===== src/hw/rtl/billboard_quad_expander_top_assert.svh =====
// Assertion macros for the billboard quad expander.
`ifndef BILLBOARD_QUAD_EXPANDER_TOP_ASSERT_SVH
`define BILLBOARD_QUAD_EXPANDER_TOP_ASSERT_SVH
`ifndef NO_ASSERTIONS
// checked outside reset
`define BQE_ASSERT(label, prop, msg) \
    label: assert property (@(posedge clk) disable iff (!rst_n) prop) else $error(msg);
// checked on every edge, reset included
`define BQE_ASSERT_ALWAYS(label, prop, msg) \
    label: assert property (@(posedge clk) prop) else $error(msg);
`else
`define BQE_ASSERT(label, prop, msg)
`define BQE_ASSERT_ALWAYS(label, prop, msg)
`endif
`endif


===== src/hw/rtl/bqe_pkg.sv =====
package bqe_pkg;

    localparam int SINE_TABLE_BITS_DEF = 10;
    localparam int QUEUE_DEPTH_DEF     = 2;

    localparam int IN_W      = 240;
    localparam int OUT_W     = 232;
    localparam int CFG_ADDR_W = 2;
    localparam int CFG_DATA_W = 16;

    localparam logic        SCALE_ENABLE_RST = 1'b1;
    localparam logic [15:0] WORLD_SCALE_RST  = 16'd256;

    // quarter-wave sine polynomial, Q15
    localparam longint SIN_A = 51472;
    localparam longint SIN_B = 21024;
    localparam longint SIN_C = 2320;

    localparam int TRIG_W = 18;   // signed Q1.15 with room for +1.0 and -1.0
    localparam int MAG_W  = 17;

    typedef enum logic [CFG_ADDR_W-1:0] {
        CFG_SCALE_ENABLE  = 2'd0,
        CFG_WORLD_SCALE_X = 2'd1,
        CFG_WORLD_SCALE_Y = 2'd2
    } bqe_cfg_addr_t;

    typedef struct packed {
        logic        scale_enable;
        logic [15:0] world_scale_x;
        logic [15:0] world_scale_y;
    } bqe_cfg_t;

    // input word, last field listed in the lowest bits
    typedef struct packed {
        logic [15:0] rotation;
        logic [31:0] color_argb;
        logic [15:0] uv_max_v;
        logic [15:0] uv_max_u;
        logic [15:0] uv_min_v;
        logic [15:0] uv_min_u;
        logic [15:0] size_y;
        logic [15:0] size_x;
        logic [31:0] pos_z;
        logic [31:0] pos_y;
        logic [31:0] pos_x;
    } bqe_in_t;

    // output word, last field listed in the lowest bits
    typedef struct packed {
        logic [5:0]  pad;
        logic [1:0]  corner;
        logic [31:0] offset_y;
        logic [31:0] offset_x;
        logic [15:0] tex_v;
        logic [15:0] tex_u;
        logic [31:0] vert_color;
        logic [31:0] vert_z;
        logic [31:0] vert_y;
        logic [31:0] vert_x;
    } bqe_out_t;

    // one classified billboard between front and back
    typedef struct packed {
        logic [31:0]              pos_x;
        logic [31:0]              pos_y;
        logic [31:0]              pos_z;
        logic [31:0]              color;
        logic [15:0]              uv_min_u;
        logic [15:0]              uv_min_v;
        logic [15:0]              uv_max_u;
        logic [15:0]              uv_max_v;
        logic [31:0]              size_x;
        logic [31:0]              size_y;
        logic signed [TRIG_W-1:0] sin_val;
        logic signed [TRIG_W-1:0] cos_val;
    } bqe_entry_t;

    function automatic longint quarter_sine(input longint x);
        longint x2;
        longint t;
        x2 = (x * x) >>> 15;
        t  = (SIN_C * x2) >>> 15;
        t  = SIN_B - t;
        t  = (x2 * t) >>> 15;
        t  = SIN_A - t;
        return (x * t) >>> 15;
    endfunction

endpackage


===== src/hw/rtl/bqe_fifo.sv =====
module bqe_fifo
    import bqe_pkg::*;
#(
    parameter int DEPTH = QUEUE_DEPTH_DEF
)
(
    input  logic       clk,
    input  logic       rst_n,
    input  logic       push_valid,
    output logic       push_ready,
    input  bqe_entry_t push_data,
    output logic       pop_valid,
    input  logic       pop_ready,
    output bqe_entry_t pop_data
);

    localparam int PTR_W = $clog2(DEPTH);
    localparam int CNT_W = $clog2(DEPTH + 1);

    bqe_entry_t       mem_reg [DEPTH];
    logic [PTR_W-1:0] wr_ptr_reg, wr_ptr_next;
    logic [PTR_W-1:0] rd_ptr_reg, rd_ptr_next;
    logic [CNT_W-1:0] count_reg, count_next;
    logic             push;
    logic             pop;

    assign push_ready = (count_reg != CNT_W'(DEPTH));
    assign pop_valid  = (count_reg != '0);
    assign pop_data   = mem_reg[rd_ptr_reg];
    assign push       = push_valid && push_ready;
    assign pop        = pop_valid && pop_ready;

    always_comb
    begin
        wr_ptr_next = wr_ptr_reg;
        rd_ptr_next = rd_ptr_reg;
        count_next  = count_reg;
        if (push)
        begin
            wr_ptr_next = (wr_ptr_reg == PTR_W'(DEPTH - 1)) ? '0 : wr_ptr_reg + 1'b1;
        end
        if (pop)
        begin
            rd_ptr_next = (rd_ptr_reg == PTR_W'(DEPTH - 1)) ? '0 : rd_ptr_reg + 1'b1;
        end
        if (push && !pop)
        begin
            count_next = count_reg + 1'b1;
        end
        else if (pop && !push)
        begin
            count_next = count_reg - 1'b1;
        end
    end

    always_ff @(posedge clk or negedge rst_n)
    begin
        if (!rst_n)
        begin
            wr_ptr_reg <= '0;
            rd_ptr_reg <= '0;
            count_reg  <= '0;
        end
        else
        begin
            wr_ptr_reg <= wr_ptr_next;
            rd_ptr_reg <= rd_ptr_next;
            count_reg  <= count_next;
        end
    end

    always_ff @(posedge clk)
    begin
        if (push)
        begin
            mem_reg[wr_ptr_reg] <= push_data;
        end
    end

endmodule


===== config.mk =====
export PLATFORM = sky130hd
export DESIGN_NAME = bqe_fifo
export DESIGN_NICKNAME = d
export VERILOG_FILES = /design/src/hw/rtl/billboard_quad_expander_top_assert.svh /design/src/hw/rtl/bqe_pkg.sv /design/src/hw/rtl/bqe_fifo.sv
export SDC_FILE = /design/constraint.sdc
export NUM_CORES = 1
export LEC_CHECK = 0
export ABC_CLOCK_PERIOD_IN_PS = 27000
export BUFFER_PORTS_ARGS = -buffer_cell sky130_fd_sc_hd__clkbuf_2
export CAP_MARGIN = 5
export CORE_MARGIN = 2
export CORE_UTILIZATION = 35
export DETAILED_ROUTE_END_ITERATION = 16
export GPL_TIMING_DRIVEN = 0
export PLACE_DENSITY_LB_ADDON = 0.12
export SKIP_LAST_GASP = 1
export SLEW_MARGIN = 20
export SYNTH_ARGS = -nofsm -noshare
export SYNTH_HDL_FRONTEND = slang
export SYNTH_SLANG_ARGS = --single-unit

===== constraint.sdc =====
create_clock -name clk -period 27 [get_ports clk]
set_input_delay 5.4 -clock clk [delete_from_list [all_inputs] [get_ports clk]]
set_output_delay 5.4 -clock clk [all_outputs]
set_load 0.01 [all_outputs]

== Yosys cells after proc, flatten, opt, wreduce, memory -nomap -nowiden ==
Memories as Yosys holds them, arrays and structs flattened.
Cells that the tools add are included.

* Flip-flop bits (word level): 4
* RAM bits: 584
* Input port bits: 296
* Output and inout port bits: 294
* Word-level logic and storage cells: 23
* Memories kept: 1

* Add/sub/neg operators: 4
* Eq/ne operators: 1
* Multiplexer cells: 6
* Reduce and logical (&&, ||, !) cells: 8

{| class="wikitable"
|+ Memories
! name !! depth !! width !! read ports !! clocked after memory_dff !! wr ports !! RTL line !! source
|-
| mem_reg || 2 || 292 || 1 || 0 || 1 || bqe_fifo.sv:20 || <nowiki>bqe_entry_t mem_reg [DEPTH];</nowiki>
|}

{| class="wikitable"
|+ Operators with widths
! operator !! count
|-
| logical AND 1 bit || 4
|-
| 2-to-1 mux 1 bit || 4
|-
| 2-to-1 mux 2 bit || 2
|-
| nonzero test 2 bit || 2
|-
| adder 1 bit, second input constant || 2
|-
| adder 2 x 1 -> 2 bit, second input constant || 1
|-
| logical NOT 1 bit || 2
|-
| != test 2 bit, second input constant || 1
|-
| subtractor 2 x 1 -> 2 bit, second input constant || 1
|}

== Depth between registers and ports, before layout ==
* Word-level depth: 6
* Mapped depth: 7
* Depth with buffers taken out: 7

== Worst setup path after synthesis ==
Ideal clock, no wire load.

* Kind: input to register
* Start: in push_valid
* End: mem mem_reg[0][0] in the netlist's numbering, enable pin
* Library setup time: 0.951 ns
* Data arrival time: 17.581 ns
* Data required time: 26.049 ns
* Path slack: 8.468 ns
* Cell stages on the path: 2
* Path buffers: 0
* Path through: nand2_1 -> nor2_1

* Longest elaborated chain between the ends: 3

{| class="wikitable"
|+ Ends and longest elaborated chain
! what !! RTL line !! source
|-
| from (decl) || bqe_fifo.sv:9 || <nowiki>input logic push_valid,</nowiki>
|-
| logical AND 1 bit || bqe_fifo.sv:30 || <nowiki>assign push = push_valid && push_ready;</nowiki>
|-
| 2-to-1 mux 1 bit || bqe_fifo.sv:74 || <nowiki>if (push)</nowiki>
|-
| 2-to-1 mux 1 bit (implied by the code) || bqe_fifo.sv:76 || <nowiki>mem_reg[wr_ptr_reg] <= push_data;</nowiki>
|-
| to (decl) || bqe_fifo.sv:20 ||
|}

Every way passes these cells.

==> summary.txt <==
Power Internal -> 0.002344 W
Design Power -> 0.003320 W
Via Count -> 11056
Met3 Usage GRT -> 6.462%
Tmin final -> 7.432 ns
PD cells -> 113.7 nW/µm²
Die Ht -> 257.2 µm
Startpoint types -> flip-flop
Hold WC Path Type -> reg -> reg
Vias in the first global route -> 11848
Layout cells sized above 1 -> 61.89%
Pin count of the biggest net entering global routing -> 48
Post-CTS Setup Bufs -> 0
Cell variety after synth -> 17
Fin Clk Skew -> 0.02223 ns
CTS Root Cell -> clkbuf_16
Worst skew pair latency -> 0.60 ns
DR WL/cell -> 20.91 µm
GR peak layer -> met2
Sequential share of power -> 38.8%
DRT antenna net count -> 0
Slew at the pin closest to its max-slew limit -> 0.5836 ns
Sequential cell area fraction in the yosys report -> 78.59%
Syn avg cell area -> 24.21 µm²
Placed Area -> 27020 µm²
Sw Ratio -> 29.40%
Dominant cells by area after synthesis -> edfxtp_1 78%, mux2_4 18%, mux2_2 1.1%
GRT overflow -> 0
Core area -> 63200 µm²
First-pass GRT wire length -> 76400 µm
FILL cells -> 5520
Yosys Warn Count -> 0
Period utilization -> 27.52%
DR pass1 iterations -> 4
CTS Buf Count -> 67
Worst setup EP type -> output pin
Io pins -> 590
Initial Utilization -> 35.51%
Final-report hold violation count -> 0
Synth-to-layout area growth -> 30.08%
Status -> complete, no violations
Hold_buf cts -> 0
CTS tree -> done
Mapped cell area -> 22440 µm²
Clock Path Buffers -> 3
Leakage -> 11.76 nW
Peak VDD IR -> 62.54 µV
Area fraction of the dominant cell type after synthesis -> 78.14%
Fin area -> 29190 µm²
Synth Instances -> 927
DRT Wirelength -> 52550 µm
Final worst slack -> 19.57 ns
Max-slew violations -> 0
Global-route met1 utilization -> 17.34%
Post-synth top area cell -> edfxtp_1
Final setup fails -> 0
FP Rows -> 92
Port-buffer cells -> 589
Max Fclk -> 134.6 MHz
DP Worst Slack -> 19.58 ns
Arrival @ worst endpoint -> 2.03 ns
GRT Util Overall -> 15.63%
Worst-path fanout max -> 10
Post-route setup TNS -> 0 ns
DIE AREA -> 66160 µm²
# clock sinks -> 588
Post-cts resize count -> 0
Logic gate share of total power -> 34.6%
Post-Syn Nets -> 1224
GP Congestion -> 0.7480
Clk pwr share -> 26.6%
Headroom to the max-slew limit -> 61.09%
WS Path Type -> reg -> out
P_sw -> 0.0009760 W
WP data required -> 21.60 ns
Final routed DRC violation total -> 0
Nets@finish -> 1905
Clk slew on worst S/H paths -> 0.06 ns
Most frequent cells in the layout -> 589 x clkbuf_2, 584 x edfxtp_1, 270 x mux2_4
RSZ-0062 raised after global routing -> no
Commonest non-fill, non-tap cell in the layout -> clkbuf_2
Initial antenna violation count -> 9
FF+latch count, synth -> 588
Final HPWL DP -> 38250 µm
DRT iter0 DRCs -> 509
Via density -> 4.400
Largest register FFs -> 584
Total of max-cap violations -> 0
GRT met2 Usage -> 27.13%
H-tree Lvls -> 3
Horiz. Die Dim -> 257.2 µm
[synthesized netlist by cell type]
library cell  count
edfxtp_1        584
mux2_4          270
mux2_2           22
buf_6            19
buf_8            11
dfrtp_1           4
xnor2_1           3
buf_2             2
nand2_1           2
nor2_1            2
xor2_1            2
and3_1            1
buf_12            1
ha_1              1
inv_1             1
nand2b_1          1
or2_2             1
[metrics by stage]
stage          utilization, %  hold WS, ns  std cells
2_1_floorplan               -       0.4559        927
3_3_place_gp            41.85       0.4772       2362
3_5_place_dp            42.75       0.4935       2385
4_1_cts                 46.17       0.5050       2507
5_1_grt                 46.18       0.5258       2509
6_report                46.19       0.4965       2513
[cells by family after synthesis]
family,synth area share (%)
fa+ha+maj,0.05574
xor+xnor,0.1952
flops,78.59
simple gates,0.1506
buf+inv,1.840
mux,19.17
[cell type report]
| cell class | instances | area (µm²) | share of cell area [%] |
|---|---|---|---|
| timing repair buffer | 612 | 3506 | 12.01 |
| tap | 846 | 1059 | 3.626 |
| antenna | 6 | 15.01 | 0.05143 |
| multi-input combinational | 305 | 4404 | 15.09 |
| inverter | 1 | 3.754 | 0.01286 |
| sequential | 588 | 17640 | 60.42 |
| buffer | 33 | 409.1 | 1.402 |
| clock buffer | 89 | 1812 | 6.206 |
| clock inverter | 33 | 346.6 | 1.187 |
[worst max-delay path, cell delays in order (launching register included)]
cell	delay (ns)
dfrtp_1	0.33
buf_6	0.15
buf_8	0.22
buf_8	0.21
mux2_4	0.31
clkbuf_2	0.21
[power by group through the flow]
stage / Combinational, W / Sequential [W] / Clock [W]
3_3_place_gp: 0.00111 / 0.00147 / 0
4_1_cts: 0.00118 / 0.00129 / 0.000915
6_report: 0.00115 / 0.00129 / 0.000883
5_1_grt: 0.00123 / 0.00131 / 0.000949
3_5_place_dp: 0.00118 / 0.00131 / 0
2_1_floorplan: 0.000714 / 0.00139 / 0
[layer usage]
layer / vias to the layer above / wire [µm]
li1: 5105 / -
met1: 5499 / 19290
met2: 361 / 27130
met3: 81 / 4999
met4: 10 / 1054
met5: - / 67
[path summary, 6_finish.rpt]
path | startpoint | to | slack, ns | cells past startpoint
setup reg to reg | count_reg[0] | mem_reg[0][221] | 24.51 | 8
max in group asynchronous | rst_n | wr_ptr_reg | 22.25 | 1
min in group asynchronous | rst_n | count_reg[1] | 4.63 | 1
setup / recovery | rd_ptr_reg | pop_data[135] | 19.57 | 5
hold reg to reg | count_reg[1] | count_reg[1] | 0.50 | 1
hold / removal | count_reg[1] | count_reg[1] | 0.50 | 1
No activity file was read; power rests on OpenSTA's default activity.
